$ cat config.mk
export PLATFORM = sky130hd
export DESIGN_NAME = pei_lane
export DESIGN_NICKNAME = d
export VERILOG_FILES = /design/src/hw/rtl/pei_pkg.sv /design/src/hw/rtl/pei_div.sv /design/src/hw/rtl/pei_lane.sv
export SDC_FILE = /design/constraint.sdc
export NUM_CORES = 2
export LEC_CHECK = 0
export BUFFER_PORTS_ARGS = -buffer_cell sky130_fd_sc_hd__buf_2
export CAP_MARGIN = 5
export CORE_ASPECT_RATIO = 1.4
export CORE_UTILIZATION = 40
export DETAILED_ROUTE_END_ITERATION = 16
export PLACE_DENSITY_LB_ADDON = 0.08
export SLEW_MARGIN = 25
export SYNTH_ARGS = -nofsm -noshare
export SYNTH_HDL_FRONTEND = slang
export SYNTH_SLANG_ARGS = --single-unit
export TNS_END_PERCENT = 1
$ cat constraint.sdc
create_clock -name aclk -period 11.6 [get_ports aclk]
set_input_delay 1.16 -clock aclk [delete_from_list [all_inputs] [get_ports aclk]]
set_output_delay 1.16 -clock aclk [all_outputs]
set_load 0.005 [all_outputs]
$ cat src/hw/rtl/pei_pkg.sv
`timescale 1ns / 1ps

package pei_pkg;

    localparam int unsigned NUM_AXES   = 3;
    localparam int unsigned DATA_W     = 32;
    localparam int unsigned CFG_ADDR_W = 3;

    // operand and product widths of the per-lane multiplier
    localparam int unsigned MUL_W  = 33;
    localparam int unsigned PROD_W = 2 * MUL_W;
    localparam int unsigned MAG_W  = 64;

    // signed quotient after clamping (+/- 2^32 marks overflow)
    localparam int unsigned QS_W  = 34;
    // acceleration accumulator: five terms of 32 bits
    localparam int unsigned ACC_W = 35;

    // divider: quotient bits retired per cycle
    localparam int unsigned DIV_STEPS  = 2;
    localparam int unsigned DIV_CYCLES = DATA_W / DIV_STEPS;
    localparam int unsigned DIV_CNT_W  = $clog2(DIV_CYCLES);

    localparam logic [DATA_W-1:0] MS_PER_S = 32'd1000;
    localparam logic [DATA_W-1:0] Q16_ONE  = 32'd65536;

    // per-request coefficients shared by all lanes
    typedef struct packed {
        logic        [30:0]       drag;
        logic        [DATA_W-1:0] mass;
        logic signed [DATA_W-1:0] gain;
        logic signed [DATA_W-1:0] damp;
        logic                     follow;
        logic        [DATA_W-1:0] delta;
    } job_t;

    typedef struct packed {
        logic signed [DATA_W-1:0] vel;
        logic signed [DATA_W-1:0] pos;
        logic signed [DATA_W-1:0] tgt;
        logic signed [DATA_W-1:0] force_c;
        logic signed [ACC_W-1:0]  acc_init;
    } axis_in_t;

    typedef struct packed {
        logic signed [DATA_W-1:0] vel;
        logic signed [DATA_W-1:0] pos;
    } axis_out_t;

endpackage

$ cat src/hw/rtl/pei_div.sv
`timescale 1ns / 1ps

module pei_div (
    input  logic                         aclk,
    input  logic                         aresetn,
    input  logic                         start,
    input  logic [pei_pkg::MAG_W-1:0]    dividend,
    input  logic [pei_pkg::DATA_W-1:0]   divisor,
    output logic                         done,
    output logic                         ovf,
    output logic [pei_pkg::DATA_W-1:0]   quot
);

    localparam logic [pei_pkg::DIV_CNT_W-1:0] CNT_LAST =
        pei_pkg::DIV_CNT_W'(pei_pkg::DIV_CYCLES - 1);

    logic                               busy_reg;
    logic                               done_reg;
    logic [pei_pkg::DIV_CNT_W-1:0]      cnt_reg;
    logic [pei_pkg::DATA_W-1:0]         rem_reg;
    logic [pei_pkg::DATA_W-1:0]         dq_reg;
    logic [pei_pkg::DATA_W-1:0]         den_reg;
    logic                               ovf_reg;
    logic [pei_pkg::DATA_W-1:0]         rem_next;
    logic [pei_pkg::DATA_W-1:0]         dq_next;

    // restoring steps; dq shifts dividend bits out and quotient bits in
    always_comb begin
        logic [pei_pkg::DATA_W:0] trial;
        rem_next = rem_reg;
        dq_next  = dq_reg;
        trial    = '0;
        for (int k = 0; k < pei_pkg::DIV_STEPS; k++) begin
            trial   = {rem_next, dq_next[pei_pkg::DATA_W-1]};
            dq_next = {dq_next[pei_pkg::DATA_W-2:0], 1'b0};
            if (trial >= {1'b0, den_reg}) begin
                rem_next   = pei_pkg::DATA_W'(trial - {1'b0, den_reg});
                dq_next[0] = 1'b1;
            end else begin
                rem_next = trial[pei_pkg::DATA_W-1:0];
            end
        end
    end

    always_ff @(posedge aclk) begin
        if (!aresetn) begin
            busy_reg <= 1'b0;
            done_reg <= 1'b0;
            cnt_reg  <= '0;
        end else begin
            done_reg <= 1'b0;
            if (start) begin
                busy_reg <= 1'b1;
                cnt_reg  <= '0;
            end else if (busy_reg) begin
                if (cnt_reg == CNT_LAST) begin
                    busy_reg <= 1'b0;
                    done_reg <= 1'b1;
                end
                cnt_reg <= cnt_reg + 1'b1;
            end
        end
    end

    always_ff @(posedge aclk) begin
        if (start) begin
            rem_reg <= dividend[pei_pkg::MAG_W-1:pei_pkg::DATA_W];
            dq_reg  <= dividend[pei_pkg::DATA_W-1:0];
            den_reg <= divisor;
            // quotient of 2^32 or more: caller saturates
            ovf_reg <= (dividend[pei_pkg::MAG_W-1:pei_pkg::DATA_W] >= divisor);
        end else if (busy_reg) begin
            rem_reg <= rem_next;
            dq_reg  <= dq_next;
        end
    end

    assign done = done_reg;
    assign ovf  = ovf_reg;
    assign quot = dq_reg;

endmodule

$ cat src/hw/rtl/pei_lane.sv
`timescale 1ns / 1ps

module pei_lane (
    input  logic                 aclk,
    input  logic                 aresetn,
    input  logic                 start,
    input  pei_pkg::job_t        job,
    input  pei_pkg::axis_in_t    axis,
    output logic                 done,
    output pei_pkg::axis_out_t   result
);

    typedef enum logic [2:0] {
        ST_IDLE,
        ST_MUL,
        ST_LOAD,
        ST_WAIT,
        ST_POST
    } state_t;

    typedef enum logic [2:0] {
        OP_DRAG,
        OP_FORCE,
        OP_SPRING,
        OP_DAMP,
        OP_VEL,
        OP_POS
    } op_t;

    localparam logic signed [pei_pkg::ACC_W-1:0] ACC_MAX = 35'sh0_7FFF_FFFF;
    localparam logic signed [pei_pkg::ACC_W-1:0] ACC_MIN = 35'sh7_8000_0000;
    localparam logic [pei_pkg::QS_W-1:0]         Q_OVF   = 34'h1_0000_0000;

    function automatic logic signed [pei_pkg::DATA_W-1:0] sat32(
        input logic signed [pei_pkg::ACC_W-1:0] v
    );
        if (v > ACC_MAX) begin
            return 32'sh7FFF_FFFF;
        end else if (v < ACC_MIN) begin
            return 32'sh8000_0000;
        end
        return v[pei_pkg::DATA_W-1:0];
    endfunction

    state_t                                 state_reg;
    op_t                                    op_reg;
    logic                                   done_reg;
    logic signed [pei_pkg::PROD_W-1:0]      prod_reg;
    logic signed [pei_pkg::ACC_W-1:0]       acc_reg;
    logic signed [pei_pkg::DATA_W-1:0]      acc32_reg;
    logic signed [pei_pkg::DATA_W-1:0]      nv_reg;
    logic signed [pei_pkg::DATA_W-1:0]      np_reg;

    logic signed [pei_pkg::MUL_W-1:0]       mul_a;
    logic signed [pei_pkg::MUL_W-1:0]       mul_b;
    logic signed [pei_pkg::PROD_W-1:0]      prod_full;
    logic signed [pei_pkg::PROD_W-1:0]      prod_abs;
    logic [pei_pkg::DATA_W-1:0]             divisor_sel;
    logic                                   div_done;
    logic                                   div_ovf;
    logic [pei_pkg::DATA_W-1:0]             div_quot;
    logic [pei_pkg::QS_W-1:0]               q_mag;
    logic signed [pei_pkg::QS_W-1:0]        qs;
    logic signed [pei_pkg::ACC_W-1:0]       qs_ext;
    logic signed [pei_pkg::DATA_W-1:0]      term;
    logic signed [pei_pkg::ACC_W-1:0]       term_ext;
    logic signed [pei_pkg::ACC_W-1:0]       acc_post;
    logic signed [pei_pkg::ACC_W-1:0]       vel_sum;
    logic signed [pei_pkg::ACC_W-1:0]       pos_sum;

    // multiplier operands per step; force and damping use x 2^16
    always_comb begin
        mul_a       = '0;
        mul_b       = '0;
        divisor_sel = job.mass;
        case (op_reg)
            OP_DRAG: begin
                mul_a = $signed({axis.vel[31], axis.vel});
                mul_b = $signed({2'b00, job.drag});
            end
            OP_FORCE: begin
                mul_a = $signed({axis.force_c[31], axis.force_c});
                mul_b = $signed({1'b0, pei_pkg::Q16_ONE});
            end
            OP_SPRING: begin
                mul_a = $signed({axis.tgt[31], axis.tgt}) - $signed({axis.pos[31], axis.pos});
                mul_b = $signed({job.gain[31], job.gain});
            end
            OP_DAMP: begin
                mul_a = $signed({job.damp[31], job.damp});
                mul_b = $signed({1'b0, pei_pkg::Q16_ONE});
            end
            OP_VEL: begin
                mul_a       = $signed({acc32_reg[31], acc32_reg});
                mul_b       = $signed({1'b0, job.delta});
                divisor_sel = pei_pkg::MS_PER_S;
            end
            OP_POS: begin
                mul_a       = $signed({nv_reg[31], nv_reg});
                mul_b       = $signed({1'b0, job.delta});
                divisor_sel = pei_pkg::MS_PER_S;
            end
            default: begin
                mul_a = '0;
            end
        endcase
    end

    assign prod_full = mul_a * mul_b;
    assign prod_abs  = prod_reg[pei_pkg::PROD_W-1] ? -prod_reg : prod_reg;

    pei_div u_div (
        .aclk     (aclk),
        .aresetn  (aresetn),
        .start    (state_reg == ST_LOAD),
        .dividend (prod_abs[pei_pkg::MAG_W-1:0]),
        .divisor  (divisor_sel),
        .done     (div_done),
        .ovf      (div_ovf),
        .quot     (div_quot)
    );

    // truncating division: divide magnitudes, then restore the sign
    assign q_mag    = div_ovf ? Q_OVF : {2'b00, div_quot};
    assign qs       = prod_reg[pei_pkg::PROD_W-1] ? -$signed(q_mag) : $signed(q_mag);
    assign qs_ext   = $signed({qs[pei_pkg::QS_W-1], qs});
    assign term     = sat32(qs_ext);
    assign term_ext = $signed({{3{term[31]}}, term});
    assign acc_post = (op_reg == OP_DRAG || op_reg == OP_DAMP) ? acc_reg - term_ext
                                                               : acc_reg + term_ext;
    assign vel_sum  = $signed({{3{axis.vel[31]}}, axis.vel}) + qs_ext;
    assign pos_sum  = $signed({{3{axis.pos[31]}}, axis.pos}) + qs_ext;

    always_ff @(posedge aclk) begin
        if (!aresetn) begin
            state_reg <= ST_IDLE;
            op_reg    <= OP_DRAG;
            done_reg  <= 1'b0;
        end else begin
            done_reg <= 1'b0;
            case (state_reg)
                ST_IDLE: begin
                    if (start) begin
                        op_reg    <= OP_DRAG;
                        acc_reg   <= axis.acc_init;
                        state_reg <= ST_MUL;
                    end
                end
                ST_MUL: begin
                    prod_reg  <= prod_full;
                    state_reg <= ST_LOAD;
                end
                ST_LOAD: begin
                    state_reg <= ST_WAIT;
                end
                ST_WAIT: begin
                    if (div_done) begin
                        state_reg <= ST_POST;
                    end
                end
                ST_POST: begin
                    state_reg <= ST_MUL;
                    case (op_reg)
                        OP_DRAG: begin
                            acc_reg   <= acc_post;
                            acc32_reg <= sat32(acc_post);
                            op_reg    <= OP_FORCE;
                        end
                        OP_FORCE: begin
                            acc_reg   <= acc_post;
                            acc32_reg <= sat32(acc_post);
                            op_reg    <= job.follow ? OP_SPRING : OP_VEL;
                        end
                        OP_SPRING: begin
                            acc_reg   <= acc_post;
                            acc32_reg <= sat32(acc_post);
                            op_reg    <= OP_DAMP;
                        end
                        OP_DAMP: begin
                            acc_reg   <= acc_post;
                            acc32_reg <= sat32(acc_post);
                            op_reg    <= OP_VEL;
                        end
                        OP_VEL: begin
                            nv_reg <= sat32(vel_sum);
                            op_reg <= OP_POS;
                        end
                        OP_POS: begin
                            np_reg    <= sat32(pos_sum);
                            done_reg  <= 1'b1;
                            state_reg <= ST_IDLE;
                        end
                        default: begin
                            state_reg <= ST_IDLE;
                        end
                    endcase
                end
                default: begin
                    state_reg <= ST_IDLE;
                end
            endcase
        end
    end

    assign done       = done_reg;
    assign result.vel = nv_reg;
    assign result.pos = np_reg;

endmodule

# Word-level counts from Yosys, hierarchy flattened
# Cells that the tools add are included.
# Widths: inputs -> output; s select.
[totals]
regBits = 307
out_inout_bits = 65
wordCells = 146
[classes]
add_sub_neg = 10
n_mul = 1
order_cmp = 11
eq_ne = 14
muxes = 73
bitwise_logic = 2
reduce_logical = 20
[op_table]
columns = ["op", "n"]
rows = [
  ["$mux 32", 22],
  ["$pmux 33 s6", 1],
  ["$pmux 33 s4", 1],
  ["$pmux 32 s4", 1],
  ["$gt 35x32->1 const B", 3],
  ["$lt 35x32->1 const B", 3],
  ["$mux 35", 3],
  ["$add 32x34->35", 2],
  ["$pmux 35 s2", 1],
  ["$ge 33x32->1", 2],
  ["$mul 33x33->66", 1],
  ["$mux 64", 1],
  ["$neg 64->64", 1],
  ["$sub 32x32->32", 2],
  ["$add 35x32->35", 1],
  ["$sub 35x32->35", 1],
  ["$gt 34x32->1 const B", 1],
  ["$lt 34x32->1 const B", 1],
  ["$mux 1", 34],
  ["$mux 34", 1],
  ["$neg 33->34", 1],
  ["$mux 33", 1],
  ["$sub 32x32->33", 1],
  ["$ge 32x32->1", 1],
  ["other kinds (23)", 44],
]

# Logic depth before layout (Yosys ltp)
[depth]
depth_word = 17
mapped_depth = 44
mapped_depth_nobuf = 42

# Modules after synthesis
# A second synthesis with hierarchy kept.
[hier_totals]
hier_cells = 7604
hier_area_um2 = 67084.3
[modules_own_cells]
columns = ["module", "n_inst", "cells_per_inst", "area_per_inst_um2"]
rows = [
  ["pei_lane", 1, 6574, 57692.8],
  ["pei_div", 1, 1030, 9391.5],
]

# Least setup slack after synthesis
# OpenSTA, ideal clock, no wires.
[synth_timing]
path_kind = "input to register"
start = "input port axis[109] in the netlist's numbering"
end = "register prod_reg[63] in the netlist's numbering (data pin)"
arrival_ps = 11680
path_slack_ps = -343
stages = 37
path_buffers = 2
path_cell_list = "inv_1 ha_1 o21a_1 o21ai_0 nand2b_1 a21o_1 a41oi_1 a211oi_1 o41ai_1 o21ai_1 a31oi_1 or2_2 clkbuf_1 buf_1 nand3_1 fa_1 fa_1 inv_1 fa_1 inv_1 fa_1 inv_1 fa_1 fa_1 fa_1 inv_1 fa_1 inv_1 ha_1 a21o_1 a21o_1 a21o_1 a21o_1 a221o_1 a21o_1 a221oi_1 xnor2_1"
[synth_between]
elab_chain_cells = 3
[synth_rtl]
columns = ["item", "line", "rtl"]
rows = [
  ["from (decl)", "pei_lane.sv:8", "input pei_pkg::axis_in_t axis,"],
  ["$sub 32x32->33", "pei_lane.sv:86", "mul_a = $signed({axis.tgt[31], axis.tgt}) - $signed({axis.pos[31], axis.pos});"],
  ["$pmux 33 s6", "pei_lane.sv:76", "case (op_reg)"],
  ["$mul 33x33->66", "pei_lane.sv:109", "assign prod_full = mul_a * mul_b;"],
  ["net prod_full (one bit)", "pei_lane.sv:56", "logic signed [pei_pkg::PROD_W-1:0] prod_full;"],
  ["to (signal assigned)", "pei_lane.sv:150", "prod_reg <= prod_full;"],
  ["to (decl)", "pei_lane.sv:48", "logic signed [pei_pkg::PROD_W-1:0] prod_reg;"],
]
# The timed path passes the listed nets, and every way through them passes these cells.
# A chain may end at the register's enable or synchronous reset.

# Worst setup path after layout
[layout_timing]
start = "input port axis[67] in the netlist's numbering"
end = "register prod_reg[49] in the netlist's numbering (data pin)"
# Same word-level chain as after synthesis.

==> flow_metrics.py <==
metrics = {
    "sta": {
        "fmax_mhz": 89.2,
        "worst_pin_slew_ns": 1.12,
        "finalClockSkew_ns": 0.0415,
        "hold_ws_ns": 0.513,
        "report.final.slew_viol_count": 0,
        "min_period_ns": 11.21,
        "setup_ws_ns": 0.389,
        "maxSlewHeadroom_pct": 25.2,
        "post-route-period-util_pct": 96.6,
        "final-hold-violation-count": 0,
        "finalSetupViolCount": 0,
    },
    "setup_path": {
        "worst-path-buf-inv": 15,
        "critPathArrivalTime_ns": 11.61,
        "timing.critical_path.fanout_max": 6,
        "worst_ep_required_time_ns": 12.00,
        "worst-r2r-setup-slack_ns": 1.00,
        "cpMostUsedCell": "fa_1",
        "critPathLaunchType": "primary input",
        "reg2reg_to": "prod_reg[62]",
        "path_class": "in2reg",
        "timing.rr.start": "op_reg[0]",
        "r2r.worst_path.cells": 37,
        "critical_path.max_stage_delay_ns": 0.55,
        "cp_slowest_cell": "fa_1",
        "critical_path_s_top_delay_family": "adder cells",
        "worstSetupEndpointType": "flip-flop",
    },
    "global_route": {
        "grt_first_pass_wirelength_um": 445000,
        "track_usage_pct": 36.6,
        "grt_start_max_net_pins": 75,
        "global_route.overflow_total": 0,
        "first_global_vias": 64300,
        "antenna_violations_before_repair": 24,
    },
    "die": {
        "site_row_count": 178,
        "design.portCount": 391,
        "initial_utilization_pct": 40.3,
        "core_area_mm2": 0.168,
        "die_x_um": 350,
        "floorplan.die_area_mm2": 0.171,
        "die_y_um": 489,
    },
    "place": {
        "pre_cts_slack_ns": -0.453,
        "placed_area_mm2": 0.0766,
        "place.gp.congestion": 1.00,
        "hpwlAfterDp_um": 263000,
        "portBuffers": 390,
    },
    "synth": {
        "synth-seq-area-share_pct": 13.4,
        "synth-seq-cells": 306,
        "postSynth.asyncResetShare_pct": 0,
        "edff_count_synth": 293,
        "synthesis.nets": 9774,
        "synth_area_mm2": 0.0678,
        "post_synth_num_cell_types": 90,
        "most_numerous_cell_in_the_yosys_netlist": "inv_1",
        "synth_commonest_cells": "inv_1, fa_1, nand2_1, nor2_1, ha_1",
        "area_fraction_of_the_dominant_cell_type_after_synthesis_pct": 34.0,
        "ys_dominant_reg_cell": "edfxtp_1",
        "ys.warnings.count": 0,
        "synth.top_cells.by_area": "fa_1, edfxtp_1, ha_1, inv_1, nand2_1",
        "synth.avg_cell_area_um2": 8.64,
        "yosysTopAreaCell": "fa_1",
        "syn-instance-count": 7846,
    },
    "finish": {
        "final_cell_area_mm2": 0.0778,
        "flow.area_growth_from_synthesis_pct": 14.8,
        "largest_register_ff_count": 65,
        "postLayoutCoreUtil_pct": 46.3,
        "combined_area_of_the_multi_input_logic_cells_mm2": 0.0527,
        "seqCellArea_mm2": 0.00907,
        "finalNetCount": 10400,
        "num-fill-cells": 16800,
        "post_route_cells_drive_above_1_share_pct": 14.9,
    },
    "min_path": {
        "holdCritStartpoint": "u_div.cnt_reg[3]",
        "min_delay_path_depth": 2,
        "holdCritPathClass": "reg2reg",
        "min_delay_worst_endpoint": "u_div.done",
    },
    "routing": {
        "dr.pass1.iters": 6,
        "vias_after_detailed_routing": 60700,
        "detail_route.vias_per_cell": 5.63,
        "routed_wl_um": 312000,
        "route.detailed.drc": 0,
        "route.antenna.remaining_nets": 0,
        "post_detailed_route_wirelength_per_cell_um": 28.9,
        "drt-initial-drc-count": 4700,
    },
    "cts": {
        "clock_tree_from_tritoncts": "built",
        "clock_tree.root_cell": "clkbuf_16",
        "clkLatencyLatePin_ns": 0.68,
        "clock_sink_count": 306,
        "postCtsSetupRepairBufs": 0,
        "clock_tree.buffer_depth": 3,
        "clock_tree.htree_level_count": 1,
        "cts_buffers": 31,
        "clk_pin_slew_worst_paths_ns": 0.08,
    },
    "job": {
        "max_capacitance_violation_count": 0,
    },
    "run_status": {
        "outcome": "complete, no violations",
    },
}
==> layout make-up <==
type                    count  area share (%)
well taps                2250            3.62
inverters                1403            6.77
diodes                     13          0.0418
flip-flops and latches    306            11.7
clock buffers              33            1.01
repair buffers            982            8.82
multi-input cells        5765            67.7
clock inverters            25           0.363
==> cells by family (layout without fill, tap and decap cells) <==
group	after synthesis	in the layout	share of synthesized area, %
AO/OA/AOI/OAI	1420	1420	13.8
XOR/XNOR	311	311	4.02
adder cells (fa/ha/maj)	1602	1602	42.3
buffers and inverters	1775	2443	9.89
flip-flops	306	306	13.4
multiplexers	90	90	1.37
other	0	13	0
AND/OR/NAND/NOR	2342	2342	15.2
==> worst max-delay path by stage <==
| stage | from | to | slack (ns) | depth (start not counted) |
|---|---|---|---|---|
| floorplan | axis[109] | prod_reg[63] | 0.02 | 37 |
| global placement | axis[109] | prod_reg[61] | -0.39 | 43 |
| detailed placement | axis[67] | prod_reg[49] | -0.45 | 45 |
| CTS | axis[67] | prod_reg[49] | 0.20 | 45 |
| global route | axis[67] | prod_reg[49] | -0.01 | 43 |
| finish | axis[67] | prod_reg[49] | 0.39 | 45 |
==> placed cells by master, fill, tap and decap left out, types with 32 or more instances in the layout <==
master,netlist,routed
nor3_1,120,119
inv_1,1398,1395
a31oi_1,40,37
buf_4,3,553
nand3_1,97,96
and2_1,54,54
o21ai_2,33,50
a211oi_1,56,51
xnor2_1,172,171
nand4_1,39,39
ha_1,451,450
or2_2,41,41
nand2b_1,59,59
o21ai_0,313,295
and3_1,39,39
o31ai_1,43,40
nor2_1,746,738
buf_12,0,35
xor2_1,139,138
or3_1,54,54
nand2_1,940,937
a21boi_0,41,40
a21oi_1,324,318
o21a_1,69,68
nor2b_1,53,52
mux2i_1,68,68
fa_1,1151,1149
buf_2,1,390
a21o_1,132,132
edfxtp_1,293,293
nor4_1,35,32
==> tightest hold or removal path, stage by stage, from the launching register on <==
cell	delay [ns]
dfxtp_1	0.33
nand3_1	0.10
nor3_1	0.05
==> per-layer routing <==
metal  track usage, %  share of wire (%)  vias to the layer above
li1                 -                  -                    26700
met4             30.1                 10                       14
met1             39.4                 35                    30600
met2             63.9                 49                     2525
met5                0              0.038                        -
met3             5.03                6.2                      879
==> what timing repair did <==
item	in CTS	in global routing
setup endpoints to repair	0	24
gates resized for setup	0	24
hold buffers	0	0
==> metrics by stage <==
| step | cells | setup TNS (ns) |
|---|---|---|
| 5_1_grt | 10800 | -0.0133 |
| 3_5_place_dp | 10700 | -5.14 |
| 6_report | 10800 | 0 |
| 3_3_place_gp | 10700 | -3.78 |
| 4_1_cts | 10800 | 0 |
| 2_1_floorplan | 7846 | 0 |
Power is not shown: default switching activity piles up to over one toggle a cycle in this logic, so the estimate is an artifact.
